`src/design/mopt_pkg.sv`:
```
`timescale 1ns / 1ps

package mopt_pkg;

	localparam int unsigned VAL_W       = 17;
	localparam int unsigned STEP_W      = 6;
	localparam int unsigned STACK_DEPTH = 33;
	localparam int unsigned SP_W        = $clog2(STACK_DEPTH + 1);

	typedef enum logic [1:0] {
		OP_ADD1   = 2'd0,
		OP_DOUBLE = 2'd1,
		OP_TRIPLE = 2'd2
	} op_t;

	typedef struct packed {
		logic [STEP_W-1:0] step;
		op_t               op;
	} entry_t;

	typedef enum logic [1:0] {
		ST_IDLE,
		ST_FILL,
		ST_WALK,
		ST_EMIT
	} state_t;

	typedef struct packed {
		logic              start;
		logic [SP_W-1:0]   count;
		logic [STEP_W-1:0] steps;
	} emit_cmd_t;

endpackage

```
`src/design/mopt_engine.sv`:
```
`timescale 1ns / 1ps

module mopt_engine #(
	parameter int unsigned MAX_N = 65536,
	localparam int unsigned AW = $clog2(MAX_N + 1)
) (
	input  logic                       clk,
	input  logic                       arst_n,
	input  logic                       in_valid,
	output logic                       in_stall,
	input  logic [mopt_pkg::VAL_W-1:0] target,
	output logic                       tbl_we,
	output logic [AW-1:0]              tbl_waddr,
	output mopt_pkg::entry_t           tbl_wdata,
	output logic [AW-1:0]              tbl_raddr_a,
	output logic [AW-1:0]              tbl_raddr_b,
	input  mopt_pkg::entry_t           tbl_rdata_a,
	input  mopt_pkg::entry_t           tbl_rdata_b,
	output logic                       stk_we,
	output logic [mopt_pkg::SP_W-1:0]  stk_waddr,
	output logic [mopt_pkg::VAL_W-1:0] stk_wdata,
	output mopt_pkg::emit_cmd_t        emit_cmd,
	input  logic                       emit_busy
);
	import mopt_pkg::*;

	localparam int unsigned K = AW + 1;
	localparam logic [AW-1:0] RECIP3 = AW'(((64'd1 << K) + 64'd2) / 64'd3);

	state_t            state_q, state_d;

	// next value to be filled and its quotient and remainder by three
	logic [AW:0]       nxt_q;
	logic [AW-1:0]     div3_q;
	logic [1:0]        mod3_q;
	logic [STEP_W-1:0] last_step_q;
	logic [AW-1:0]     n_q;

	logic              vld_s1;
	logic [AW-1:0]     i_s1;
	logic              even_s1;
	logic              tri_s1;
	logic              half1_s1;
	logic              third1_s1;

	logic [AW-1:0]     v_q;
	logic [SP_W-1:0]   depth_q;
	logic [STEP_W-1:0] steps_q;

	logic [31:0]       t32;
	logic [AW-1:0]     n_in;
	logic              need_fill;
	logic              fill_issue;
	logic              accept;
	logic              walk_load;
	logic [AW-1:0]     walk_v;
	logic              walk_done;
	logic [2*AW-1:0]   prod;
	logic [AW-1:0]     third_v;
	logic [AW-1:0]     pred_v;
	logic [STEP_W-1:0] steps_cur;
	logic [STEP_W:0]   best;
	logic [STEP_W:0]   half_inc;
	logic [STEP_W:0]   third_inc;
	op_t               best_op;

	always_comb begin
		t32 = 32'(target);
		if (t32 == 32'd0) begin
			n_in = AW'(1);
		end else if (t32 > 32'(MAX_N)) begin
			n_in = AW'(MAX_N);
		end else begin
			n_in = AW'(t32);
		end
	end

	assign need_fill  = ({1'b0, n_in} >= nxt_q);
	assign fill_issue = (state_q == ST_FILL) && ({1'b0, n_q} >= nxt_q);
	assign accept     = (state_q == ST_IDLE) && in_valid;
	assign in_stall   = (state_q != ST_IDLE);

	// exact division, the value is known to be a multiple of three
	assign prod    = (2*AW)'(v_q) * (2*AW)'(RECIP3);
	assign third_v = AW'(prod[2*AW-1:K]);

	always_comb begin
		case (tbl_rdata_a.op)
			OP_DOUBLE: pred_v = v_q >> 1;
			OP_TRIPLE: pred_v = third_v;
			default:   pred_v = v_q - AW'(1);
		endcase
	end

	assign walk_done = (v_q <= AW'(1)) || (depth_q == SP_W'(STACK_DEPTH - 1));

	// entry one is never stored, it always holds zero steps
	always_comb begin
		if (depth_q == '0) begin
			steps_cur = (v_q <= AW'(1)) ? '0 : tbl_rdata_a.step;
		end else begin
			steps_cur = steps_q;
		end
	end

	always_comb begin
		half_inc  = (half1_s1 ? '0 : {1'b0, tbl_rdata_a.step}) + (STEP_W+1)'(1);
		third_inc = (third1_s1 ? '0 : {1'b0, tbl_rdata_b.step}) + (STEP_W+1)'(1);
		best      = {1'b0, last_step_q} + (STEP_W+1)'(1);
		best_op   = OP_ADD1;
		if (even_s1 && (half_inc < best)) begin
			best    = half_inc;
			best_op = OP_DOUBLE;
		end
		if (tri_s1 && (third_inc < best)) begin
			best    = third_inc;
			best_op = OP_TRIPLE;
		end
	end

	assign tbl_we         = vld_s1;
	assign tbl_waddr      = i_s1;
	assign tbl_wdata.step = best[STEP_W-1:0];
	assign tbl_wdata.op   = best_op;
	assign tbl_raddr_b    = div3_q;

	assign stk_we    = (state_q == ST_WALK);
	assign stk_waddr = depth_q;
	assign stk_wdata = VAL_W'(v_q);

	always_comb begin
		state_d        = state_q;
		tbl_raddr_a    = nxt_q[AW:1];
		walk_load      = 1'b0;
		walk_v         = n_q;
		emit_cmd.start = 1'b0;
		emit_cmd.count = depth_q + SP_W'(1);
		emit_cmd.steps = steps_cur;
		case (state_q)
			ST_IDLE: begin
				if (in_valid) begin
					if (need_fill) begin
						state_d = ST_FILL;
					end else begin
						state_d     = ST_WALK;
						walk_load   = 1'b1;
						walk_v      = n_in;
						tbl_raddr_a = n_in;
					end
				end
			end
			ST_FILL: begin
				if (!fill_issue && !vld_s1) begin
					state_d     = ST_WALK;
					walk_load   = 1'b1;
					tbl_raddr_a = n_q;
				end
			end
			ST_WALK: begin
				if (walk_done) begin
					state_d        = ST_EMIT;
					emit_cmd.start = 1'b1;
				end else begin
					tbl_raddr_a = pred_v;
				end
			end
			ST_EMIT: begin
				if (!emit_busy) begin
					state_d = ST_IDLE;
				end
			end
			default: begin
				state_d = ST_IDLE;
			end
		endcase
	end

	always_ff @(posedge clk or negedge arst_n) begin
		if (!arst_n) begin
			state_q <= ST_IDLE;
		end else begin
			state_q <= state_d;
		end
	end

	always_ff @(posedge clk or negedge arst_n) begin
		if (!arst_n) begin
			nxt_q       <= (AW+1)'(2);
			div3_q      <= '0;
			mod3_q      <= 2'd2;
			last_step_q <= '0;
			vld_s1      <= 1'b0;
		end else begin
			vld_s1 <= fill_issue;
			if (fill_issue) begin
				nxt_q <= nxt_q + (AW+1)'(1);
				if (mod3_q == 2'd2) begin
					mod3_q <= 2'd0;
					div3_q <= div3_q + AW'(1);
				end else begin
					mod3_q <= mod3_q + 2'd1;
				end
			end
			if (vld_s1) begin
				last_step_q <= best[STEP_W-1:0];
			end
		end
	end

	always_ff @(posedge clk) begin
		if (accept) begin
			n_q <= n_in;
		end
		if (fill_issue) begin
			i_s1      <= nxt_q[AW-1:0];
			even_s1   <= ~nxt_q[0];
			tri_s1    <= (mod3_q == 2'd0);
			half1_s1  <= (nxt_q[AW:1] == AW'(1));
			third1_s1 <= (div3_q == AW'(1));
		end
		if (walk_load) begin
			v_q     <= walk_v;
			depth_q <= '0;
		end else if (state_q == ST_WALK && !walk_done) begin
			v_q     <= pred_v;
			depth_q <= depth_q + SP_W'(1);
		end
		if (state_q == ST_WALK) begin
			steps_q <= steps_cur;
		end
	end

endmodule

```
`config.mk`:
```
export PLATFORM = sky130hd
export DESIGN_NAME = mopt_engine
export DESIGN_NICKNAME = d
export VERILOG_FILES = /design/src/design/mopt_pkg.sv /design/src/design/mopt_engine.sv
export SDC_FILE = /design/constraint.sdc
export NUM_CORES = 1
export LEC_CHECK = 0
export CORE_MARGIN = 2
export CORE_UTILIZATION = 25
export DETAILED_ROUTE_END_ITERATION = 10
export DONT_BUFFER_PORTS = 1
export SLEW_MARGIN = 20
export SYNTH_ARGS = -nofsm -noshare
export SYNTH_HDL_FRONTEND = slang
export SYNTH_SLANG_ARGS = --single-unit
```
`constraint.sdc`:
```
create_clock -name clk -period 6.1 [get_ports clk]
set_input_delay 0.915 -clock clk [delete_from_list [all_inputs] [get_ports clk]]
set_output_delay 0.915 -clock clk [all_outputs]
set_load 0.005 [all_outputs]
```
# [Yosys cells after proc, flatten, opt, wreduce, memory -nomap -nowiden]
# Cells that the tools add are included.
[word_totals] ff_bits=113 input_bits=37 output_inout_bits=98 wordCells=96
[classes] n_addsub=8 n_mul=1 n_lt_le_gt_ge=6 n_eq_ne=13 muxes=34 n_bitwise=1 n_reduce_logical=18
[op_table] operator="2-to-1 mux 17 bit" count=11
[op_table] operator="case mux 17 bit (3 select lines)" count=1
[op_table] operator="greater-or-equal comparator 17 x 18 -> 1 bit" count=2
[op_table] operator="== test 17 x 1 -> 1 bit (second input constant)" count=2
[op_table] operator="case mux 17 bit (2 select lines)" count=1
[op_table] operator="multiplier 17 x 16 -> 33 bit (second input constant)" count=1
[op_table] operator="2-to-1 mux 6 bit" count=5
[op_table] operator="adder 6 x 1 -> 7 bit (second input constant)" count=3
[op_table] operator="adder 18 x 1 -> 18 bit (second input constant)" count=1
[op_table] operator="adder 17 x 1 -> 17 bit (second input constant)" count=1
[op_table] operator="> comparator 17 bit (second input constant)" count=1
[op_table] operator="<= comparator 17 x 1 -> 1 bit (second input constant)" count=1
[op_table] operator="logical NOT 17 bit" count=1
[op_table] operator="subtractor 17 x 1 -> 17 bit (second input constant)" count=1
[op_table] operator="< comparator 7 bit" count=2
[op_table] operator="2-to-1 mux 2 bit" count=7
[op_table] operator="== test 2 bit (second input constant)" count=4
[op_table] operator="case mux 2 bit (4 select lines)" count=1
[op_table] operator="2-to-1 mux 7 bit" count=1
[op_table] operator="adder 6 x 1 -> 6 bit (second input constant)" count=1
[op_table] operator="== test 6 bit (second input constant)" count=1
[op_table] operator="logical AND 1 bit" count=6
[op_table] operator="logical NOT 6 bit" count=1
[op_table] operator="2-to-1 mux 1 bit" count=6
[op_table] operator="12 further kinds" count=19

# [Longest topological paths before layout]
[logic_depth] depth_word=8 mapped_depth=24 mapped_depth_nobuf=23

# [Worst setup path before layout]
# OpenSTA, ideal clock, no wires.
[synth_path] path_type="register to output" startpoint="reg v_q[3], in the netlist stk_wdata[3]" endpoint="out tbl_raddr_a[8]" arrival_ns=5.678 required_time_ns=5.185 slack_ns=-0.493 stages_incl_launch_ff=20 path_buffers=0 path_cell_list="edfxtp_1 -> ha_1 -> fa_1 -> inv_1 -> fa_1 -> inv_1 -> fa_1 -> fa_1 -> inv_1 -> fa_1 -> inv_1 -> ha_1 -> and3_1 -> a311oi_1 -> nand2_1 -> a31oi_1 -> xor2_1 -> o21ai_0 -> a222oi_1 -> o21ai_0"
[synth_between] elab_chain_len=4 word_cells_on_any_way=7 cone_classes="1 x add/sub; 1 x mul; 1 x order compare; 3 x mux; 1 x reduce/logical"
[synth_rtl] item="from (decl)" line_no="mopt_engine.sv:46" source="logic [AW-1:0] v_q;"
[synth_rtl] item="from (signal assigned)" line_no="mopt_engine.sv:222" source="v_q <= walk_v;"
[synth_rtl] item="from (signal assigned)" line_no="mopt_engine.sv:225" source="v_q <= pred_v;"
[synth_rtl] item="multiplier 17 x 16 -> 33 bit (tied with other cells)" line_no="mopt_engine.sv:84" source="assign prod = (2*AW)'(v_q) * (2*AW)'(RECIP3);"
[synth_rtl] item="case mux 17 bit (2 select lines) or logical OR 1 bit (tied branches)" line_no="mopt_engine.sv:88, mopt_engine.sv:95"
[synth_rtl] item="2-to-1 mux 17 bit *" line_no="mopt_engine.sv:160" source="if (walk_done) begin"
[synth_rtl] item="case mux 17 bit (3 select lines) *" line_no="mopt_engine.sv:139" source="case (state_q)"
[synth_rtl] item="to (decl)" line_no="mopt_engine.sv:15" source="output logic [AW-1:0] tbl_raddr_a,"
# Mark *: on every way between the ends. The rest lies on a longest branch, timed or not.

# [Worst setup path after layout]
[layout_path] startpoint="reg v_q[4], in the netlist stk_wdata[4]" endpoint="out tbl_raddr_a[11]"
# The elaborated chain is that of the path after synthesis.

==> results.toml <==
[worst_setup_path]
crit_chain = "buf_6, ha_4, fa_1, fa_1, inv_1, fa_1, inv_2, fa_1, inv_2, fa_1, inv_2, ha_4, and3_4, a311oi_2, buf_4, buf_12, nand2_8, a21oi_4, xnor2_1, a221oi_1, a21o_1, o31ai_2, buf_4, buf_6"
critPathTopFamily = "adder cells"
cp.arrival_ps = 6210
path_class = "register to output port"
path_common_cell = "fa_1"
path_max_fanout = 4
cpMaxStageDelayCell = "fa_1"
critPathCaptureType = "output port"
startpoint_type = "register"
worst_path_largest_cell_delay_ps = 560
crit_buf_inv = 9
rr_startpoint = "stk_wdata[4]$_DFFE_PP_"
setup.worst_path.start = "stk_wdata[4]$_DFFE_PP_"
cp.required_ps = 5180

[drt]
drt_first_pass_iters = 8
ant_nets = 0
drt-initial-drc-count = 764
wl_per_cell_um = 18.37
avgViaCountPerCell = 4.847
vias = 10702
wl_um = 40550
drc = 0

[timing]
setup_tns_ps = -13410
worst_slew_pin_slew_ps = 1170
fin_skew_ps = 11.83
min_period_ps = 7123
setup_viol = 16
max_freq_ghz = 0.1404
relSlewSlack_pct = 21.99
min_period_over_period_pct = 116.8
hold_viol = 0
rsz0062_at_grt = "yes"
finalWorstSetupSlack_ps = -1023
slew_viol_final = 0

[synth]
synthMuxAreaShare_pct = 1.353
synthesis.area_mm2 = 0.01267
synth_top_family_by_area = "adder cells"
synth_top_area_share_pct = 19.45
yosys_most_used_dff = "edfxtp_1"
syn_area_per_cell_um2 = 9.161
synth_area_leaders = "ha_1 19%, edfxtp_1 14%, fa_1 14%"
synthSimpleGateAreaFrac_pct = 14.00
synthAdderAreaFrac_pct = 33.20
synthArstFlopShare_pct = 40.71
synthCells = 1383
synth_fp_nets = 1704
synth_cell_type_count = 75
yosysMostFrequentCell = "inv_1"
synth-seq-cells = 113
synth_top_area_cell = "ha_1"
synth_compound_area_share_pct = 12.71
synthTopCellsByCount = "240 x inv_1, 197 x ha_1, 117 x nand2_1, 87 x fa_1, 67 x nor2_1"
synth-edff-count = 61
yosys.area_share.xor_xnor_pct = 5.669
yosysWarnings = 0
ys_seq_area_share_pct = 24.51

[floorplan]
rows = 82
die_w_um = 229.1
die-area_mm2 = 0.05250
die_height_um = 229.1
ioPinCount = 135
initial_utilization_pct = 25.30
core_mm2 = 0.05007

[place]
dp_hpwl_um = 33250
port_buffers = 0
gp_congestion = 0.9354
placed_cells = 2151

[grt]
grt_pass1_vias = 11094
grt_max_degree = 47
grt_pass1_wl_um = 63600
grt_overflow_total = 0
track_usage_pct = 15.48
antenna_found_initial = 0

[clock_tree]
cts_tree = "built"
clock_latency_ps = 420
htreeDepth = 4
ctsLongestPathBuffers = 2
cts_buffers = 17
path_clk_slew_ps = 60
cts_sinks = 113
cts-root-buf = "clkbuf_16"

[outcome]
violations = "negative setup slack"
outcome = "complete, but fails checks"

[hold_path]
min_path_type = "input pin to asynchronous set/reset pin"

[final_layout]
areaGrowthSynthToFinish_pct = 26.26
finalNonFillerCells = 2208
antenna_cells = 0
drive_gt1_share_pct = 21.61
nets = 1844

[flow_run]
drv_cap = 0
-- cells by family (layout without fill, tap and decap cells) --
kind of cell    count (synthesis)  count (layout)
compound gates                248             248
xor+xnor                       82              82
fa+ha+maj                     284             284
buf+inv                       280             433
flops                         113             113
mux                            16              16
simple gates                  360             360
-- metrics by stage --
step           setup WS, ps  instance area, um2  utilization [%]  hold slack, ps
3_5_place_dp         -671.7               14530            29.01           485.4
4_1_cts              -963.3               15660            31.28           170.3
6_report              -1023               16000            31.95           187.9
3_3_place_gp         -737.2               14530            29.01           476.6
5_1_grt               -1208               16000            31.95           167.9
2_1_floorplan        -31.29               12840                -           423.1
-- metal layers --
metal  global-route usage [%]  wire [um]  up-vias
met1                    20.42      17760     5289
met4                    3.734        662        0
li1                         -          -     5019
met3                    3.075       2718       39
met2                    25.96      19410      355
met5                        0          0        -
-- state kept, by name, summed over array words and instances (netlist names), 2 cells and up --
name	cells
tbl_raddr_b	17
tbl_waddr	17
stk_waddr	6
state_q	2
last_step_q	6
stk_wdata	17
n_q	17
nxt_q	18
steps_q	6
mod3_q	2
-- final timing paths --
path	endpoint	slack, ps	cells after the start
max	tbl_raddr_a[11]	-1020	24
min	nxt_q[7]$_DFFE_PN0P_	190	0
max reg2reg	stk_wdata[3]$_DFFE_PP_	170	23
min reg2reg	mod3_q[1]$_DFFE_PN1P_	490	1
max in group asynchronous	mod3_q[1]$_DFFE_PN1P_	5710	0
min in group clk	mod3_q[1]$_DFFE_PN1P_	490	1
-- placed cells by master, fill, tap and decap left out, drive strengths merged, types with 28 or more instances in the layout --
| cell | n |
|---|---|
| fa | 87 |
| dfrtp | 44 |
| xnor2 | 54 |
| nand2 | 117 |
| buf | 161 |
| edfxtp | 61 |
| ha | 197 |
| nor2 | 67 |
| inv | 240 |
| a21oi | 69 |
| nand3 | 37 |
| o21ai | 68 |
| xor2 | 28 |
-- worst reg2reg max path, stage by stage (launching register included) --
cell	delay (ps)
edfxtp_1	500
buf_6	170
ha_4	270
fa_1	420
fa_1	490
inv_1	50
fa_1	490
inv_2	40
fa_1	560
inv_2	60
fa_1	500
inv_2	50
ha_4	240
and3_4	200
a311oi_2	260
buf_4	190
buf_12	110
nand2_8	60
xor2_2	190
a221oi_2	320
buf_4	200
nor2_1	40
a21oi_1	150
o21ai_2	110
-- area by class of cell --
cell class,count,area [um2]
clock buffer,17,425.4
clock inverter,15,168.9
fill,5235,34070
inverter,240,900.9
multi-input combinational,990,9293
sequential,113,3105
tap,672,840.8
timing repair buffer,161,1262
-- what timing repair did --
action                                  4_1_cts  5_1_grt
pin swaps                                    51       51
buffers inserted                             17       10
gates cloned                                  0        0
endpoints found under the setup margin       22       27
resized for setup                            86       59
hold buffers                                  0        0
Power is left out: the tool's default activity adds up to more than one toggle a clock period on the data nets, which glitch-free logic cannot reach.
