--- src/design/mopt_pkg.sv ---
`timescale 1ns / 1ps

package mopt_pkg;

	localparam int unsigned VAL_W       = 17;
	localparam int unsigned STEP_W      = 6;
	localparam int unsigned STACK_DEPTH = 33;
	localparam int unsigned SP_W        = $clog2(STACK_DEPTH + 1);

	typedef enum logic [1:0] {
		OP_ADD1   = 2'd0,
		OP_DOUBLE = 2'd1,
		OP_TRIPLE = 2'd2
	} op_t;

	typedef struct packed {
		logic [STEP_W-1:0] step;
		op_t               op;
	} entry_t;

	typedef enum logic [1:0] {
		ST_IDLE,
		ST_FILL,
		ST_WALK,
		ST_EMIT
	} state_t;

	typedef struct packed {
		logic              start;
		logic [SP_W-1:0]   count;
		logic [STEP_W-1:0] steps;
	} emit_cmd_t;

endpackage

--- src/design/mopt_stack.sv ---
`timescale 1ns / 1ps

module mopt_stack (
	input  logic                       clk,
	input  logic                       we,
	input  logic [mopt_pkg::SP_W-1:0]  waddr,
	input  logic [mopt_pkg::VAL_W-1:0] wdata,
	input  logic                       re,
	input  logic [mopt_pkg::SP_W-1:0]  raddr,
	output logic [mopt_pkg::VAL_W-1:0] rdata
);
	import mopt_pkg::*;

	logic [VAL_W-1:0] mem [STACK_DEPTH];

	always_ff @(posedge clk) begin
		if (we) begin
			mem[waddr] <= wdata;
		end
	end

	always_ff @(posedge clk) begin
		if (re) begin
			rdata <= mem[raddr];
		end
	end

endmodule

--- config.mk ---
export PLATFORM = sky130hd
export DESIGN_NAME = mopt_stack
export DESIGN_NICKNAME = d
export VERILOG_FILES = /design/src/design/mopt_pkg.sv /design/src/design/mopt_stack.sv
export SDC_FILE = /design/constraint.sdc
export NUM_CORES = 1
export LEC_CHECK = 0
export ABC_CLOCK_PERIOD_IN_PS = 2400
export BUFFER_PORTS_ARGS = -buffer_cell sky130_fd_sc_hd__buf_2
export CAP_MARGIN = 5
export CORE_ASPECT_RATIO = 1.75
export CORE_MARGIN = 8
export CORE_UTILIZATION = 45
export CTS_BUF_LIST = sky130_fd_sc_hd__clkbuf_4
export DETAILED_ROUTE_END_ITERATION = 8
export GPL_TIMING_DRIVEN = 0
export PLACE_DENSITY = 0.57
export SYNTH_ARGS = -nofsm -noshare
export SYNTH_HDL_FRONTEND = slang
export SYNTH_SLANG_ARGS = --single-unit
--- constraint.sdc ---
create_clock -name clk -period 2.4 [get_ports clk]
set_clock_uncertainty 0.15 [all_clocks]
set_input_delay 0.12 -clock clk [delete_from_list [all_inputs] [get_ports clk]]
set_output_delay 0.12 -clock clk [all_outputs]
set_load 0.02 [all_outputs]
# --- Yosys cells after proc, flatten, opt, wreduce, memory -nomap -nowiden ---
# Memories as Yosys holds them, arrays and structs flattened. A register that Yosys moved wholly into a read port is not among the register bits.
# Index checks and enable logic that the tools add are counted.
op_classes:
  n_mux: 2
op_table:
  columns: ["cell", "count"]
  rows:
  - ["$mux W1", 2]
totals:
  reg_bits: 0
  mem_bits_rw: 561
  in_bits: 32
  output_inout_bits: 17
  word_cells: 3
  memories: 1
mem_list:
  columns: ["memory", "words", "width", "rd", "rd_ports_with_merged_regs", "write_ports", "line_no", "rtl"]
  rows:
  - ["mem", 33, 17, 1, 1, 1, "mopt_stack.sv:14", "logic [VAL_W-1:0] mem [STACK_DEPTH];"]

# --- Logic depth before layout (Yosys ltp) ---
# Gate-level depths: netlist (run 1).
logic_depth:
  word_depth: 2
  depth_mapped: 7
  ltp_nobuf: 5

# --- Worst setup path after synthesis (run 1) ---
# OpenSTA, ideal clock, no wires.
synth_path:
  kind: "in2reg"
  start: "input waddr[2] in the netlist's numbering"
  end: "memory mem[25][0] (enable)"
  setup_ns: 0.391
  arrival_time_ns: 1.389
  required_time_ns: 1.859
  slack_ns: 0.470
  stages: 2
  path_buffers: 0
  path_cell_list: "or3b_2 -> nor2_1"
synth_lines:
  columns: ["item", "line_no", "rtl"]
  rows:
  - ["start, declared", "mopt_stack.sv:6", "input logic [mopt_pkg::SP_W-1:0] waddr,"]
  - ["end, declared", "mopt_stack.sv:14", null]
# No word-level cell before the write port.

# --- Worst setup path in the final report (run 1) ---
layout_path:
  start: "input waddr[0] in the netlist's numbering"
  end: "memory mem[32][2] (enable)"
# No word-level cell before the write port.

==> impl_metrics.csv, run 1 <==
group,metric,value,unit
outcome,violations,"negative setup slack",
floorplan,die_h,313,µm
global_route,antenna_found_initial,4,
yosys,synth_seq_area_share,0.765,
floorplan,io-pin-count,49,
global_route,grt_max_degree,34,
clock_tree,cts-root-buf,"clkbuf_4",
routing,drt_iter0_drc,976,
global_route,grt_usage,0.213,
power_and_ir_drop,ir_drop,0.331,mV
yosys,netlist_instances,1201,
power_and_ir_drop,p_per_area,767,nW/µm²
placed_design,preCtsSetupSlack,-1.00,ns
worst_setup_path,critical_path_peak_fanout,17,
power_and_ir_drop,leakagePower,0.00919,µW
clock_tree,cts.clk_slew.worst_paths,0.07,ns
floorplan,fp.dieW,186,µm
worst_setup_path,worst-r2r-cell-count,5,
finish,drive_gt1_frac,0.263,
yosys,synth_top_area_cell,"edfxtp_1",
placed_design,hpwlAfterDp,41.0,mm
worst_setup_path,crit_path_start,"waddr[0]",
timing,final.setup.tns,-0.195,ns
clock_tree,ctsHtreeMaxLevel,4,
timing,slew_violations,0,
yosys,yosysUniqueCellTypes,26,
worst_setup_path,crit_path_end,"mem[32][2]",
timing,min_period_over_period,1.01,
finish,final_common_cell,"edfxtp_1",
clock_tree,cts_setup_buffers,0,
timing,tightestPinTransition,1.06,ns
clock_tree,cts_tree,"yes",
floorplan,initial_core_util,0.452,
yosys,synth-seq-cells,578,
worst_setup_path,ff2ff_setup_slack,0.02,ns
timing,max-slew-margin-rel,0.294,
yosys,synth_top_area_frac,0.765,
timing,setup_viol,15,
floorplan,core-area,50200,µm²
hold_path,hp-class,"primary input to flop",
timing,fmax,411,MHz
flow_run,maxCapViolations,0,
global_route,grt_pass1_vias,12800,
clock_tree,clk_path_buf_depth,3,
floorplan,die_area,58100,µm²
timing,fin_ws,-0.0329,ns
worst_setup_path,cp-end-kind,"flop",
clock_tree,numCtsBuffers,134,
placed_design,port_buffers,46,
global_route,grt.overflow.total,0,
yosys,synth_area_leaders,"edfxtp_1 (77%), mux2i_1 (12%), a22oi_1 (2.3%)",
power_and_ir_drop,power,20200,µW
yosys,ys_warn_count,0,
finish,finalNetCount,1476,
routing,vias_per_cell,5.61,
worst_setup_path,crit_type,"primary input to flop",
timing,rsz0062_at_grt,"false",
yosys,synth_nets,1233,
worst_setup_path,worstPathArrival,2.73,ns
yosys,synth_area,22700,µm²
routing,dr_total_vias,12400,
finish,nFillCells,4225,
yosys,syn_area_per_cell,18.9,µm²
routing,drc,0,
timing,hold_violations,0,
clock_tree,clock_sinks,578,
worst_setup_path,timing.rr.end,"rdata[12]",
global_route,grt_pass1_wl,86.7,mm
placed_design,routabilityCongestion,0.859,
routing,first_pass_iters,5,
floorplan,rows,109,
finish,syn2layout_area_growth,15.9,%
routing,final_antenna_net_count,0,
worst_setup_path,crit_required,2.70,ns
worst_setup_path,r2r-start,"mem[13][12]",
finish,layout_common_cells,"edfxtp_1 (578), mux2i_1 (272), clkbuf_4 (197), a22oi_1 (68), buf_2 (50)",
routing,wire_per_inst,27.6,µm
finish,final_util,0.523,
outcome,status,"finished, violations left",
clock_tree,insertion_delay,0.86,ns
routing,routed_wl,60.9,mm
worst_setup_path,critPathLaunchType,"primary input",
timing,min_period,2.43,ns
## worst max-delay path, cell delays in order
cell	delay [ns]
dlygate4sd3_1	0.53
buf_2	0.16
or3_1	0.36
dlygate4sd3_1	0.69
nor2_2	0.86
## per-layer routing
metal	wire length [µm]	track usage	vias to the layer above
met5	13	0	-
met3	3220	0.0377	113
li1	-	-	5470
met2	33200	0.384	453
met4	2420	0.101	2
met1	22000	0.237	6326
## through the flow
step           hold slack [ns]  instance area (µm²)  std cells
6_report                 0.103                26300       2203
5_1_grt                 0.0794                26300       2203
4_1_cts                 0.0317                26300       2201
3_5_place_dp             0.372                24300       1945
3_3_place_gp             0.358                23700       1913
2_1_floorplan           0.0689                22700       1201
## timing repair
action,CTS,global route
resized for setup,2,0
endpoints found under the hold margin,1025,0
endpoints found under the setup margin,3,0
hold buffers,29,0
## report_power, final
part | switching (µW) | leakage [µW] | internal (µW) | total [µW]
Combinational | 856 | 0.00299 | 408 | 1260
Sequential | 24.4 | 0.00521 | 11200 | 11200
Clock | 3710 | 0.000987 | 3950 | 7670
## state kept, by name, summed over array words and instances (netlist names)
register	flops
mem	561
rdata	17
## final cells by class
class / count / area [µm²] / share of cell area
repair buffers: 107 / 1000 / 0.0381
plain buffers: 72 / 442 / 0.0168
clock inverters: 31 / 194 / 0.00738
clock buffers: 196 / 1470 / 0.0560
flip-flops and latches: 578 / 17400 / 0.661
well taps: 666 / 833 / 0.0317
multi-input cells: 551 / 4970 / 0.189
diodes: 2 / 5.00 / 0.000191
## cells by family (layout without fill, tap and decap cells)
logic type             Yosys count  count (layout)  share of synthesized area
other                            0               2                          0
AND/OR/NAND/NOR                 75              75                     0.0147
buffers and inverters           72             406                     0.0194
flip-flops                     578             578                      0.765
AO/OA/AOI/OAI                  204             204                     0.0803
multiplexers                   272             272                      0.120
## worst min-delay path by stage
stage / startpoint / end / slack, ns / depth (start not counted)
final: re / rdata[9] / 0.10 / 2
after CTS: re / rdata[9] / 0.03 / 2
after detailed placement: mem[32][0] / rdata[0] / 0.37 / 2
after global placement: mem[32][10] / rdata[10] / 0.36 / 2
after global routing: re / rdata[12] / 0.08 / 2
after floorplan: wdata[0] / mem[0][0] / 0.07 / 0
## synth_stat cells, drive strengths merged
cell type,instances
or3b,2
or3,1
nand3,3
buf,43
edfxtp,578
mux2i,272
nand2b,2
a21oi,34
nand2,21
a22o,34
nand3b,4
a22oi,68
o22ai,17
nor2b,4
o41ai,17
nor2,36
and2,1
a221oi,34
clkbuf,29
or2,1
Power figures use the tool's default switching activity.
==> inputs of run 2 (changes only) <==
--- a/config.mk
+++ b/config.mk
@@ -15,6 +15,8 @@
 export DETAILED_ROUTE_END_ITERATION = 8
 export GPL_TIMING_DRIVEN = 0
 export PLACE_DENSITY = 0.57
+export RECOVER_POWER = 25
+export SKIP_CTS_REPAIR_TIMING = 1
 export SYNTH_ARGS = -nofsm -noshare
 export SYNTH_HDL_FRONTEND = slang
 export SYNTH_SLANG_ARGS = --single-unit
==> impl_metrics.csv, run 2 (synthesis results as in run 1) <==
group,metric,value,unit
clock_tree,cts.clk_slew.worst_paths,0.06,ns
routing,routed_wl,60.9,mm
floorplan,io-pin-count,49,
finish,biggestRegsByFlops,"mem x561, rdata x17",
power_and_ir_drop,p_per_area,768,nW/µm²
timing,max-slew-margin-rel,-0.303,
finish,final_util,0.523,
worst_setup_path,critPathLaunchType,"primary input",
timing,min_period,2.40,ns
hold_path,hp-class,"primary input to flop",
finish,finalNetCount,1475,
outcome,violations,"max-capacitance violations, max-slew violations",
power_and_ir_drop,leakagePower,0.00915,µW
timing,tightestPinTransition,1.95,ns
timing,fin_ws,0.000730,ns
clock_tree,cts_tree,"yes",
clock_tree,numCtsBuffers,134,
timing,rsz0062_at_grt,"false",
global_route,grt_pass1_vias,12700,
worst_setup_path,crit_type,"primary input to flop",
routing,wire_per_inst,27.7,µm
global_route,antenna_found_initial,5,
finish,largest_reg_flops,561,
finish,layout_common_cells,"edfxtp_1 (578), mux2i_1 (272), clkbuf_4 (197), a22oi_1 (68), clkbuf_1 (40)",
clock_tree,ctsHtreeMaxLevel,4,
placed_design,place_area,24300,µm²
clock_tree,clk_path_buf_depth,3,
finish,final_common_cell,"edfxtp_1",
timing,final.setup.tns,0,ns
global_route,grt_usage,0.212,
worst_setup_path,critical_path_peak_fanout,17,
worst_setup_path,crit_required,2.70,ns
routing,drc,0,
placed_design,routabilityCongestion,0.859,
clock_tree,clock_sinks,578,
routing,dr_total_vias,12400,
worst_setup_path,worstPathArrival,2.70,ns
finish,final_area,26200,µm²
placed_design,preCtsSetupSlack,-1.00,ns
global_route,grt_pass1_wl,86.2,mm
finish,syn2layout_area_growth,15.7,%
placed_design,port_buffers,46,
clock_tree,cts-root-buf,"clkbuf_4",
timing,hold_violations,0,
power_and_ir_drop,ir_drop,0.332,mV
timing,min_period_over_period,1.00,
floorplan,initial_core_util,0.452,
flow_run,maxCapViolations,11,
timing,setup_viol,0,
floorplan,fp.dieW,186,µm
finish,top_register,"mem",
global_route,grt.overflow.total,0,
floorplan,core-area,50200,µm²
outcome,status,"finished, violations left",
finish,drive_gt1_frac,0.254,
floorplan,rows,109,
timing,slew_violations,374,
routing,drt_iter0_drc,922,
clock_tree,insertion_delay,0.86,ns
worst_setup_path,cp-end-kind,"flop",
floorplan,die_h,313,µm
placed_design,hpwlAfterDp,41.0,mm
power_and_ir_drop,power,20100,µW
routing,vias_per_cell,5.63,
floorplan,die_area,58100,µm²
global_route,grt_max_degree,34,
timing,fmax,417,MHz
routing,first_pass_iters,6,
routing,final_antenna_net_count,0,
[run 2: power breakdown]
part / total, µW / switching (µW) / internal [µW]
Sequential: 11200 / 23.7 / 11200
Combinational: 1260 / 856 / 404
Clock: 7650 / 3700 / 3950
[run 2: final timing paths]
check                                 start           to  slack (ns)  cells past startpoint
worst max-delay path               waddr[0]  mem[32][16]      0.0007                      5
worst min-delay path               raddr[3]     rdata[0]        0.12                      4
worst max register to register  mem[13][12]    rdata[12]        0.03                      5
worst min register to register  mem[32][10]    rdata[10]        0.38                      2
[run 2: layout make-up]
class,count,area (µm²)
Fill cell,4230,23900
Sequential cell,578,17400
Multi-Input combinational cell,551,4970
Clock buffer,196,1470
Timing Repair Buffer,106,975
Tap cell,666,833
Buffer,72,442
Clock inverter,31,194
Antenna cell,2,5.00
[run 2: worst max-delay path, stage by stage]
cell and delay (ns):
dlygate4sd3_1 0.53, buf_2 0.16, or3_1 0.36, dlygate4sd3_1 0.70, nor2_2 0.83
[run 2: per-stage QoR]
| step | hold slack (ns) | std cells |
|---|---|---|
| floorplan | 0.0689 | 1201 |
| global placement | 0.358 | 1913 |
| detailed placement | 0.372 | 1945 |
| CTS | -0.521 | 2172 |
| global route | 0.0852 | 2202 |
| finish | 0.123 | 2202 |
[run 2: per-layer routing]
layer / part of all wire / GRT usage / vias to the layer above
met5: 0.00036 / 0 / -
li1: - / - / 5461
met3: 0.052 / 0.0393 / 129
met1: 0.36 / 0.236 / 6380
met4: 0.043 / 0.102 / 4
met2: 0.54 / 0.381 / 428
==> inputs of run 3 (changes only) <==
--- a/config.mk
+++ b/config.mk
@@ -7,14 +7,14 @@
 export LEC_CHECK = 0
 export ABC_CLOCK_PERIOD_IN_PS = 2400
 export BUFFER_PORTS_ARGS = -buffer_cell sky130_fd_sc_hd__buf_2
-export CAP_MARGIN = 5
+export CAP_MARGIN = 20
 export CORE_ASPECT_RATIO = 1.75
-export CORE_MARGIN = 8
-export CORE_UTILIZATION = 45
+export CORE_MARGIN = 2
+export CORE_UTILIZATION = 30
 export CTS_BUF_LIST = sky130_fd_sc_hd__clkbuf_4
 export DETAILED_ROUTE_END_ITERATION = 8
 export GPL_TIMING_DRIVEN = 0
-export PLACE_DENSITY = 0.57
+export PLACE_DENSITY = 0.41
 export RECOVER_POWER = 25
 export SKIP_CTS_REPAIR_TIMING = 1
 export SYNTH_ARGS = -nofsm -noshare
==> impl_metrics.csv, run 3 (synthesis results as in run 1) <==
group,metric,value,unit
outcome,status,"finished, violations left",
outcome,violations,"max-capacitance violations, max-slew violations, negative setup slack",
timing,tightestPinTransition,1.97,ns
finish,final_area,27000,µm²
global_route,antenna_found_initial,10,
worst_setup_path,crit_path_end,"rdata[3]",
clock_tree,cts-root-buf,"clkbuf_4",
timing,fin_ws,-0.0812,ns
finish,largest_reg_flops,561,
floorplan,die_h,368,µm
worst_setup_path,critPathLaunchType,"flop",
timing,final.setup.tns,-0.0812,ns
global_route,grt_pass1_wl,98.7,mm
floorplan,initial_core_util,0.302,
clock_tree,numCtsBuffers,140,
placed_design,hpwlAfterDp,49.5,mm
global_route,grt_usage,0.188,
clock_tree,clock_sinks,578,
power_and_ir_drop,p_per_area,779,nW/µm²
worst_setup_path,crit_required,2.88,ns
worst_setup_path,critical_path_peak_fanout,1,
timing,fmax,403,MHz
timing,setup_viol,1,
timing,min_period,2.48,ns
finish,layout_common_cells,"edfxtp_1 (578), mux2i_1 (272), clkbuf_4 (195), a22oi_1 (68), clkbuf_1 (39)",
clock_tree,clk_path_buf_depth,3,
routing,vias_per_cell,4.84,
clock_tree,cts.clk_slew.worst_paths,0.07,ns
timing,hold_violations,0,
placed_design,place_area,24800,µm²
worst_setup_path,crit_type,"flop to flop",
timing,slew_violations,409,
global_route,grt_max_degree,34,
worst_setup_path,crit_path_start,"mem[1][3]",
power_and_ir_drop,leakagePower,0.00931,µW
power_and_ir_drop,ir_drop,0.374,mV
clock_tree,insertion_delay,0.91,ns
hold_path,hp-class,"primary input to flop",
clock_tree,ctsHtreeMaxLevel,4,
worst_setup_path,cp-end-kind,"flop",
routing,drc,0,
global_route,grt.overflow.total,0,
finish,syn2layout_area_growth,19.1,%
routing,wire_per_inst,28.1,µm
floorplan,rows,133,
worst_setup_path,worstPathArrival,2.96,ns
finish,nFillCells,7063,
worst_setup_path,r2r-start,"mem[1][3]",
placed_design,port_buffers,46,
clock_tree,cts_tree,"yes",
finish,drive_gt1_frac,0.255,
routing,drt_iter0_drc,864,
floorplan,io-pin-count,49,
timing,min_period_over_period,1.03,
floorplan,fp.dieW,212,µm
finish,top_register,"mem",
routing,routed_wl,72.2,mm
finish,final_common_cell,"edfxtp_1",
global_route,grt_pass1_vias,12800,
placed_design,routabilityCongestion,0.868,
worst_setup_path,ff2ff_setup_slack,-0.08,ns
placed_design,post-place-cells,2291,
timing,rsz0062_at_grt,"false",
finish,biggestRegsByFlops,"mem x561, rdata x17",
routing,dr_total_vias,12400,
timing,max-slew-margin-rel,-0.315,
routing,first_pass_iters,5,
routing,final_antenna_net_count,0,
worst_setup_path,timing.rr.end,"rdata[3]",
floorplan,core-area,75100,µm²
worst_setup_path,worst-r2r-cell-count,5,
power_and_ir_drop,power,21000,µW
flow_run,maxCapViolations,12,
finish,fin_cells,2567,
finish,finalNetCount,1482,
floorplan,die_area,77900,µm²
timing,hold_ws,0.152,ns
-- run 3: metrics by stage --
stage | worst slack (ns) | utilization
global placement | -1.26 | 0.322
CTS | -0.259 | 0.355
floorplan | 0.470 | -
detailed placement | -1.20 | 0.331
global route | 0.0146 | 0.360
finish | -0.0812 | 0.360
-- run 3: critical path: stages (launching register included) --
cell and delay, ns:
edfxtp_1 0.32, mux2i_1 0.06, a22o_1 0.26, a221oi_2 0.46, o22ai_1 0.36, o41ai_4 0.59
-- run 3: cell type report --
class                   instances  area (µm²)  area share
flip-flops and latches        578       17400       0.643
plain buffers                  72         443      0.0164
clock inverters                48         377      0.0139
clock buffers                 194        1460      0.0539
repair buffers                107        1090      0.0404
well taps                    1012        1270      0.0469
multi-input cells             551        5000       0.185
diodes                          5        12.5    0.000463
-- run 3: where the power goes --
| group | switching (µW) | internal, µW | total, µW |
|---|---|---|---|
| Clock | 3950 | 4490 | 8450 |
| Sequential | 20.1 | 11200 | 11200 |
| Combinational | 950 | 409 | 1360 |
| Total | 4920 | 16100 | 21000 |
-- run 3: how the worst min path moves through the flow --
stage                      startpoint         to  slack [ns]  depth (start not counted)
after detailed placement   mem[32][7]   rdata[7]        0.36                          2
after global placement    mem[32][10]  rdata[10]        0.36                          2
after floorplan              wdata[0]  mem[0][0]        0.07                          0
after global routing         raddr[4]   rdata[2]        0.08                          4
after CTS                          re   rdata[7]       -0.55                          1
final                        raddr[4]   rdata[2]        0.15                          4
-- run 3: metal layers --
metal	vias to the layer above	track usage	wire [µm]
met4	6	0.0949	3260
met5	-	0	41
met1	6410	0.200	26000
met2	375	0.351	39900
met3	145	0.0357	3050
li1	5489	-	-
