<file path="config.mk">
export PLATFORM = sky130hd
export DESIGN_NAME = mopt_emit
export DESIGN_NICKNAME = d
export VERILOG_FILES = /design/src/design/mopt_pkg.sv /design/src/design/mopt_emit.sv
export SDC_FILE = /design/constraint.sdc
export NUM_CORES = 1
export LEC_CHECK = 0
export BUFFER_PORTS_ARGS = -buffer_cell sky130_fd_sc_hd__buf_4
export CORE_MARGIN = 2
export CORE_UTILIZATION = 48
export DETAILED_ROUTE_END_ITERATION = 6
export PLACE_DENSITY = 0.88
export RECOVER_POWER = 50
export REMOVE_ABC_BUFFERS = 1
export SETUP_SLACK_MARGIN = 0.3
export SLEW_MARGIN = 25
export SYNTH_ARGS = -nofsm -noshare
export SYNTH_HDL_FRONTEND = slang
export SYNTH_SLANG_ARGS = --single-unit
</file>
<file path="constraint.sdc">
create_clock -name clk -period 1.9 [get_ports clk]
set_clock_uncertainty 0.05 [all_clocks]
set_input_delay 0.38 -clock clk [delete_from_list [all_inputs] [get_ports clk]]
set_output_delay 0.38 -clock clk [all_outputs]
set_load 0.05 [all_outputs]
</file>
<file path="src/design/mopt_pkg.sv">
`timescale 1ns / 1ps

package mopt_pkg;

	localparam int unsigned VAL_W       = 17;
	localparam int unsigned STEP_W      = 6;
	localparam int unsigned STACK_DEPTH = 33;
	localparam int unsigned SP_W        = $clog2(STACK_DEPTH + 1);

	typedef enum logic [1:0] {
		OP_ADD1   = 2'd0,
		OP_DOUBLE = 2'd1,
		OP_TRIPLE = 2'd2
	} op_t;

	typedef struct packed {
		logic [STEP_W-1:0] step;
		op_t               op;
	} entry_t;

	typedef enum logic [1:0] {
		ST_IDLE,
		ST_FILL,
		ST_WALK,
		ST_EMIT
	} state_t;

	typedef struct packed {
		logic              start;
		logic [SP_W-1:0]   count;
		logic [STEP_W-1:0] steps;
	} emit_cmd_t;

endpackage

</file>
<file path="src/design/mopt_emit.sv">
`timescale 1ns / 1ps

module mopt_emit (
	input  logic                        clk,
	input  logic                        arst_n,
	input  mopt_pkg::emit_cmd_t         cmd,
	input  logic                        out_stall,
	output logic                        out_valid,
	output logic [mopt_pkg::STEP_W-1:0] total_steps,
	output logic                        is_last,
	output logic                        busy,
	output logic                        stack_re,
	output logic [mopt_pkg::SP_W-1:0]   stack_raddr
);
	import mopt_pkg::*;

	logic [SP_W-1:0]   remain_q;
	logic              valid_q;
	logic [STEP_W-1:0] cmd_steps_q;
	logic [STEP_W-1:0] steps_q;
	logic              last_q;
	logic              issue;

	// stack is read top-down so values come out ascending
	assign busy        = (remain_q != '0);
	assign issue       = busy && (!valid_q || !out_stall);
	assign stack_re    = issue;
	assign stack_raddr = remain_q - SP_W'(1);

	always_ff @(posedge clk or negedge arst_n) begin
		if (!arst_n) begin
			remain_q <= '0;
			valid_q  <= 1'b0;
		end else begin
			if (cmd.start) begin
				remain_q <= cmd.count;
			end else if (issue) begin
				remain_q <= remain_q - SP_W'(1);
			end
			if (issue) begin
				valid_q <= 1'b1;
			end else if (!out_stall) begin
				valid_q <= 1'b0;
			end
		end
	end

	// output payload only moves when a new transaction is loaded
	always_ff @(posedge clk) begin
		if (cmd.start) begin
			cmd_steps_q <= cmd.steps;
		end
		if (issue) begin
			steps_q <= cmd_steps_q;
			last_q  <= (remain_q == SP_W'(1));
		end
	end

	assign out_valid   = valid_q;
	assign total_steps = steps_q;
	assign is_last     = last_q;

endmodule

</file>
# == Word level (Yosys, flattened, before mapping) ==
# Index checks and enable logic that the tools add are counted.
# word_totals
ff_bits,20
in_bits,16
# classes
mux,4
add_sub_neg,1
eq_ne,2
reduce_logical,6
# ops
cell,n
$mux W6,2
$eq A6 B1 Y1 const B,1
$reduce_bool A6 Y1,1
$sub A6 B1 Y6 const B,1
$logic_not A1 Y1,2
$mux W1,2
$ne A2 B1 Y1 const B,1
$reduce_bool A2 Y1,1
$logic_and A1 B1 Y1,1
$logic_or A1 B1 Y1,1

# == Longest topological paths before layout ==
# Gate-level depths: netlist (run 1).
# depth
ltp_word,5
depth_mapped,5

# == Least setup slack after synthesis (run 1) ==
# OpenSTA, ideal clock, no wires.
# synth_timing
kind,flip-flop to flip-flop
from,register remain_q[0]
to,"register last_q, in the netlist is_last (enable)"
arrival_time_ps,2253
stages_incl_launch_ff,6
setup_slack_ps,-810
path_cell_list,dfrtp_1 -> inv_1 -> ha_1 -> inv_1 -> nor2_1 -> a21oi_1
# synth_via
elab_chain_cells,2
# synth_rtl
item,line,text
"start, declared",mopt_emit.sv:17,logic [SP_W-1:0] remain_q;
"start signal, assigned",mopt_emit.sv:36,remain_q <= cmd.count;
"start signal, assigned",mopt_emit.sv:38,remain_q <= remain_q - SP_W'(1);
$reduce_bool A6 Y1,mopt_emit.sv:25,assign busy = (remain_q != '0);
$logic_and A1 B1 Y1,mopt_emit.sv:26,assign issue = busy && (!valid_q || !out_stall);
net stack_re,mopt_emit.sv:12,"output logic stack_re,"
"end signal, assigned",mopt_emit.sv:55,last_q <= (remain_q == SP_W'(1));
"end, declared",mopt_emit.sv:21,logic last_q;
# The timed path passes the listed nets, and every way through them passes these cells.
# A chain may end at the register's enable or synchronous reset.

# == Worst setup path in the final report (run 1) ==
# layout_timing
from,register remain_q[5]
to,output busy
# layout_via
elab_chain_cells,1
# layout_rtl
item,line,text
$reduce_bool A6 Y1,mopt_emit.sv:25,
"end, declared",mopt_emit.sv:11,"output logic busy,"
# No other way between the ends.

==> run summary, run 1 <==
For this run, the number of Yosys warnings is 0. The die width was 48.42 um; the die outline height was 48.42 um. In this run the standard cell core region covers 1902 um^2.

The finished layout holds 160 standard cells, fillers aside. Static timing analysis puts the maximum clock frequency at 486.2 MHz. The met1 layer wirelength in the final routing was 1038 um.

The endpoint identified for the worst register-to-register timing path is remain_q[5]$_DFFE_PN0P_. The layout overhead on the synthesized area is 60.77%. Routability-driven placement finished with a final weighted congestion of 0.8458. The worst path uses 108.2% of the clock period.

Cells with a size suffix above 1 make up 54.89% of the layout. On the worst path, the slowest cell contributes a delay of 0.56 ns. STA classifies the critical path startpoint as a flip-flop. The signal arrival time at the worst endpoint came out at 1.63 ns.

The clock transition at the registers of the reported paths works out to 0.11 ns. The worst setup path is captured at an output pin. Leading area contributor after synthesis: edfxtp_1. The first global-routing pass estimated 4160 um of wire. The number of H-tree levels came out at 1. The logs give 16 for the maximum number of pins on one net before global-route repair and 0.0008143 V for the maximum VDD drop. Summing all placed instances gives a cell area of 1244 um^2. The count of clock tree sinks came out at 20.

The total area of sequential cells was 565.5 um^2. The power per standard cell area works out to 788.9 nW/um^2. Setup repair after global routing could not meet its margin everywhere. No sink is reached through more buffers than the 2 on the longest clock path. The number of slew-limit violations in the final report is 0, and the total chip power is 0.001201 W.

The type of the setup path with the least slack was flip-flop to output pin. After filler insertion, the fill cell instance count of the layout stands at 112. The number of antenna diodes in the final layout is 0.

The routed layout has 876 vias. Across the run, the number of max-cap violations was 0. In this run, distinct cell masters in the synthesized netlist total 32. Commonest non-fill, non-tap cell in the layout: buf_4. Dividing the detail-routed wire length by the instance count gives 16.38 um.

The final count of hold timing violations came out at 0. The tools report the net count of the finished layout as 153. The worst max-slew margin expressed relative to the limit was 51.01%; the worst reg-to-reg path cell count was 5. The analysis attributes to cell leakage a power of 0.6412 nW. In this run the worst setup path begins at remain_q[5]$_DFFE_PN0P_. The met3 wirelength from detailed routing was 100 um. Final critical-path setup slack: -0.1566 ns. The top cell types in the final layout, fill and taps aside, are 37 x buf_4, 13 x edfxtp_1, 9 x clkbuf_4, 9 x buf_6, 7 x dfrtp_1.

At the worst endpoint, the required time is 1.47 ns. The run gives 872 as the number of global-route vias before repair. Wires add up to 2621 um. The tree is rooted in a clkbuf_4. The startpoint identified for the worst hold timing path is cmd[5].

Pin placement for this block handled 32 I/O pins. Including well taps, the total number of placed cells is 139. The worst hold path cell count was 1. By area the synthesized netlist is led by edfxtp_1 41%, dfrtp_1 18%, ha_1 4.0%, nor3_1 3.2%, buf_6 2.4%. The placement row count was 16. In the global route stage, overall resource usage came out at 23.79%.

In the detailed route, the total length drawn on met2 is 1366 um. The logs give 49.80% for the starting density of the core and -0.3846 ns for the aggregate negative setup slack. The post-synthesis average cell area was 12.30 um^2.

The number of cells produced by synthesis is 77. The run finished, with violations left. For hold timing, the worst endpoint is cmd_steps_q[5]$_DFFE_PP_. The final standard cell area without fillers is 1523 um^2, and the total setup violations reported at the end of the flow is 4.

In this run the remaining antenna-violating nets after routing total 0. Clock latency on the worst-skew pair, taken at its later pin, is 0.30 ns. The sequential cell area fraction in the yosys report came out at 59.71%. Walking the worst path, the cells encountered are or4_4 > nor2_4 > inv_1 > buf_6. The final reports fail on negative setup slack.

For this run, design rule violations remaining after detail routing come to 0. After detailed routing, no signal wire sits above met4. The fraction of synthesized cell area taken by the top area cell type came out at 41.22%. The logs give 0 for the initial antenna violation count and 2345 um^2 for the floorplan die area. Clock tree synthesis inserted a total of 3 buffers. TritonCTS built the clock tree. The logs give 947.2 um^2 for the post-synth design cell area and 0 for the total global routing overflow. In this run, synthesis produced a sequential element count of 20.

The final critical-path required period works out to 2.057 ns. Before CTS, the worst setup slack after placement is 0.06753 ns. Port buffering added 31 buffers.

Length of the first detailed-routing pass in iterations: 4. The worst register-to-register path begins at remain_q[0]$_DFFE_PN0P_. On the critical path, the stage with the largest delay is an instance of or4_4. The multi-input combinational cells in the finished layout cover a total of 415.4 um^2. The maximum fanout count along the critical path was 3. The sum of net half-perimeters after detailed placement is 1614 um. In this run the worst hold path is classified as input port to flip-flop.

After detailed routing, the number of vias per cell comes to 5.475. The measured slew at the worst slew-check pin was 0.7348 ns; the violation count after the first detailed-routing iteration was 12. Setup slack on the worst reg-to-reg path comes out at 0.08 ns.
[cell usage after synthesis, drive strengths merged]
cell     instances
edfxtp          13
dfrtp            7
inv              6
nand2            6
nor3             6
nor2             4
ha               3
a21oi            2
and2             2
buf              2
clkbuf           2
o22ai            2
xnor2            2
xor2             2
a2111o           1
a211o            1
a21bo            1
a221o            1
a221oi           1
a2bb2oi          1
a31oi            1
a41oi            1
nand2b           1
nor4             1
o2111a           1
o2111ai          1
o21ai            1
o311a            1
o31ai            1
o41ai            1
or2              1
or4              1
[sequential cells by signal (all words and copies together), names as in the netlist]
| name | flops |
|---|---|
| out_valid | 1 |
| remain_q | 6 |
| total_steps | 6 |
| is_last | 1 |
| cmd_steps_q | 6 |
[timing repair]
item,in CTS,in global routing
gates resized for setup,23,7
hold endpoints to repair,7,0
cloned,0,0
buffers inserted,9,7
pin swaps,8,5
hold buffers,1,0
setup endpoints to repair,18,17
[area by class of cell]
type,instances,share of cell area (%)
Clock buffer,3,1.479
Timing Repair Buffer,56,29.99
Multi-Input combinational cell,47,27.28
Sequential cell,20,37.14
Clock inverter,1,0.2465
Inverter,6,1.643
Tap cell,27,2.219
[kinds of logic (layout without fill, tap and decap cells)]
kind of cell	after synthesis	count (layout)	share of synthesized area (%)
and+or+nand+nor	22	22	11.63
xor gates and xnor gates	4	4	3.699
DFF	20	20	59.71
AOI/OAI and AO/OA	18	18	15.46
buffers and inverters	10	66	5.548
adders and majority gates	3	3	3.963
[through the flow]
stage	utilization [%]	hold slack, ns
after floorplan	-	0.03441
after global placement	65.39	0.1458
after detailed placement	65.39	0.1489
after CTS	75.72	0.1856
after global routing	80.07	0.2083
final	80.07	0.2191
[power by group]
group,internal (W),switching (W)
registers,0.000503,0.0000169
clock network,0.0000766,0.000122
logic,0.000206,0.000276
total,0.000786,0.000415
[worst max-delay path: cells and delay by family, from the launching register on]
kind / cells / cell delay (ns)
DFF: 1 / 0.40
and+or+nand+nor: 2 / 0.70
buffers and inverters: 2 / 0.23
[routing by layer]
| layer | vias to the layer above | GRT usage, % |
|---|---|---|
| met5 | - | 0 |
| met4 | 0 | 10.48 |
| met3 | 12 | 4.938 |
| met2 | 31 | 43.06 |
| met1 | 431 | 27.10 |
| li1 | 402 | - |
[how the worst max path moves through the flow]
stage | end | slack, ns | cells after the start
3_3_place_gp | stack_re | 0.12 | 4
6_report | busy | -0.16 | 4
4_1_cts | stack_re | -0.14 | 4
2_1_floorplan | is_last$_DFFE_PP_ | -0.81 | 5
5_1_grt | busy | -0.20 | 4
3_5_place_dp | stack_re | 0.07 | 6
Power figures use the tool's default switching activity.
==> run 2, diff against run 1 <==
- ABC_AREA: unset -> 1
- CORE_UTILIZATION: 48 -> 46
- PLACE_DENSITY: 0.88 -> 0.86
==> run summary, run 2 <==
For the data required time of the worst path, the log shows 1.47 ns (about the same). The fraction of synthesis flops using an asynchronous set or reset pin was 35.00% (unchanged); the placed cell count was 128 (was 139). The number of design rule violations left after detail routing came out at 0 (unchanged). The run gives 48.96% (was 49.80%) as the starting density of the core. The final instance count without filler cells came out at 144 (was 160). The worst max-slew margin expressed relative to the limit is 48.70% (was 51.01%). The floorplan die area is 2218 um^2 (was 2345 um^2), and the die outline height is 47.10 um (was 48.42 um). The commonest non-fill, non-tap cell in the layout was buf_4 (unchanged). The violation count after the first detailed-routing iteration is 26 (was 12), and the count of clock tree sinks is 20 (unchanged). Top cells by area, synth: edfxtp_1 46%, dfrtp_1 20%, nand2_1 7.9%, nand3_1 7.6%, ha_1 4.4% (was edfxtp_1 41%, dfrtp_1 18%, ha_1 4.0%, nor3_1 3.2%, buf_6 2.4%). The worst reg-to-reg setup slack was 0.24 ns (was 0.08 ns); the number of flops mapped to enable cells by yosys was 13 (unchanged). The number of ports placed on the die boundary is 32 (unchanged), and the number of clock buffers inserted by TritonCTS is 3 (unchanged). The number of vias in the routed layout is 725 (was 876). Dominant synthesized flop cell: edfxtp_1 (unchanged). For the signal arrival time at the worst endpoint, the log shows 1.51 ns (was 1.63 ns).

The leading area contributor after synthesis was edfxtp_1 (unchanged). The type of the setup path with the least slack is flip-flop to output pin (unchanged). The run gives -0.04190 ns (was -0.1566 ns) as the final critical-path setup slack.

The tools report the startpoint of the most critical hold path as cmd[4] (was cmd[5]). The layout overhead on the synthesized area was 63.40% (was 60.77%); the sum of net half-perimeters after detailed placement was 1202 um (was 1614 um). The final standard cell area without fillers is 1396 um^2 (was 1523 um^2). For the global router's overall resource usage, the log shows 20.61% (was 23.79%).

The end of the worst hold path was cmd_steps_q[4]$_DFFE_PP_ (was cmd_steps_q[5]$_DFFE_PP_). The placement-stage cell area is 1114 um^2 (was 1244 um^2), and the remaining antenna violation count after routing is 0 (unchanged). The share of the clock period used by the worst path is 102.2% (was 108.2%). The power per standard cell area works out to 1218 nW/um^2 (was 788.9 nW/um^2). The number of synthesis warnings was 0 (unchanged).

Placement row count: 15 (was 16). For the final count of hold timing violations, the log shows 0 (unchanged). Number of register bits inferred by synthesis: 20 (unchanged). TritonCTS built the clock tree. For the max-capacitance violation count, the log shows 0 (unchanged). Setup repair after global routing could not meet its margin everywhere. Highest-count cells in the layout ignoring fill and taps: 23 x buf_4, 15 x nand2_1, 13 x nand3_1, 13 x edfxtp_1, 9 x clkbuf_4 (was 37 x buf_4, 13 x edfxtp_1, 9 x clkbuf_4, 9 x buf_6, 7 x dfrtp_1). Share of cells above drive strength 1: 52.94% (was 54.89%). The area of the core region was 1745 um^2 (was 1902 um^2). The number of inserted diodes came out at 0 (unchanged). The critical register-to-register path endpoint was remain_q[4]$_DFFE_PN0P_ (was remain_q[5]$_DFFE_PN0P_). The tools report the startpoint class of the critical path as a flip-flop (unchanged). The reported leakage power is 0.6215 nW (was 0.6412 nW). Total chip power: 0.001701 W (was 0.001201 W). The detailed-route vias per instance is 5.035 (was 5.475).

Top post-synthesis cells by count: 18 x nand2_1, 13 x edfxtp_1, 13 x nand3_1, 7 x dfrtp_1, 5 x inv_1 (was 13 x edfxtp_1, 7 x dfrtp_1, 6 x inv_1, 6 x nand2_1, 6 x nor3_1). Fraction of synthesized cell area taken by the top area cell type: 45.68% (was 41.22%). Failing checks: negative setup slack (unchanged).

Root buffer cell: clkbuf_4 (unchanged). The post-synthesis average cell area works out to 11.71 um^2 (was 12.30 um^2). The worst reg-to-reg path cell count was 9 (was 5); the post-synth design cell area was 854.6 um^2 (was 947.2 um^2).

Path category of the worst min-delay check: input port to flip-flop (unchanged). The maximum number of pins on one net before global-route repair was 15 (was 16). The run gives 0.0007628 V (was 0.0008143 V) as the maximum VDD drop. The total global routing overflow came out at 0 (unchanged). The critical register-to-register path startpoint was remain_q[1]$_DFFE_PN0P_ (was remain_q[0]$_DFFE_PN0P_). The tools report the net count of the finished layout as 139 (was 153). Maximum fanout count along the critical path: 3 (unchanged). The global-route wire length before repair is 3042 um (was 4160 um). The most instantiated library cell after synthesis was nand2_1 (was edfxtp_1).

The count of different cell masters after synthesis came out at 17 (was 32). The element type at the critical path end was an output pin (unchanged). The length of the first detailed-routing pass in iterations came out at 4 (unchanged). The tools report the number of H-tree levels as 1 (unchanged). Total wire length: 2201 um (was 2621 um). The run gives 0.8554 (was 0.8458) as the final weighted congestion in routability-driven placement. Number of port buffers: 31 (unchanged). The source-to-sink clock delay at the later pin of the worst-skew pair was 0.31 ns (was 0.30 ns); the number of global-route vias before repair was 712 (was 872). The measured slew at the worst slew-check pin is 0.7695 ns (was 0.7348 ns), and the maximum clock frequency is 515.0 MHz (was 486.2 MHz).

The run gives 0 (unchanged) as the initial antenna violation count. The run gives 0 (unchanged) as the number of slew-limit violations in the final report. The wire length per cell after detailed routing was 15.28 um (was 16.38 um).

The tightest hold margin is 0.2171 ns (was 0.2191 ns), and the sequential cell area fraction in the yosys report is 66.18% (was 59.71%). The run gives 2 (unchanged) as the buffer levels on the longest clock path. For the total setup violations reported at the end of the flow, the log shows 4 (unchanged). The worst hold path cell count was 1 (unchanged). The final critical-path required period works out to 1.942 ns (was 2.057 ns). The clock transition at the registers of the reported paths is 0.12 ns (was 0.11 ns), and the number of cells produced by synthesis is 73 (was 77).

The flow ran to the end, but the final reports show violations. The die width came out at 47.10 um (was 48.42 um).
## run 2: per-layer routing
| metal | routed length (um) | vias to the layer above | global-route usage, % |
|---|---|---|---|
| met3 | 160 | 6 | 6.923 |
| li1 | - | 335 | - |
| met4 | 53 | 0 | 12.22 |
| met1 | 878 | 346 | 24.69 |
| met5 | 0 | - | 0 |
| met2 | 1108 | 38 | 32.33 |
## run 2: area by class of cell
cell class | count | area [um^2]
clock buffer | 3 | 22.52
clock inverter | 1 | 30.03
fill | 99 | 349.1
inverter | 6 | 32.53
multi-input combinational | 46 | 334.1
sequential | 20 | 568.0
tap | 25 | 31.28
timing repair buffer | 43 | 377.9
## run 2: logic make-up (layout without fill, tap and decap cells)
family        count (synthesis)  count (layout)  synth area share, %
buf+inv                       7              53                3.220
xor+xnor                      3               3                3.075
flops                        20              20                66.18
simple gates                 40              40                23.13
fa+ha+maj                     3               3                4.393
## run 2: metrics by stage
stage	util (%)	setup TNS (ns)	worst slack [ns]
finish	80.00	-0.09986	-0.04190
global route	80.00	-0.3067	-0.09084
CTS	75.70	0	0.02662
detailed placement	63.80	0	0.1224
global placement	63.80	0	0.2204
floorplan	-	-3.300	-0.5113
## run 2: where the power goes
part           internal, W  total [W]  switching [W]
logic             0.000301   0.000770       0.000469
registers         0.000531   0.000585      0.0000541
clock network     0.000213   0.000347       0.000133
## run 2: worst max path at each step
stage	startpoint	to	slack [ns]	cells after the start
final	remain_q[1]$_DFFE_PN0P_	stack_raddr[4]	-0.04	5
after detailed placement	remain_q[0]$_DFFE_PN0P_	stack_re	0.12	6
after floorplan	remain_q[0]$_DFFE_PN0P_	stack_raddr[4]	-0.51	4
after global placement	remain_q[0]$_DFFE_PN0P_	stack_re	0.22	6
after CTS	remain_q[1]$_DFFE_PN0P_	stack_raddr[4]	0.03	5
after global routing	remain_q[1]$_DFFE_PN0P_	stack_raddr[4]	-0.09	5
## run 2: worst max-delay path, stage by stage (launching register included)
cell and delay (ns):
dfrtp_1 0.46, inv_2 0.15, ha_4 0.17, nand2_2 0.08, xnor2_2 0.16, buf_6 0.18
## run 2: what timing repair did
item                                    4_1_cts  5_1_grt
resized for setup                            26       13
setup buffers                                 6        5
hold buffers                                  1        0
pin swaps                                     5        6
endpoints found under the setup margin        7        8
hold endpoints to repair                      7        0
cloned                                        0        0
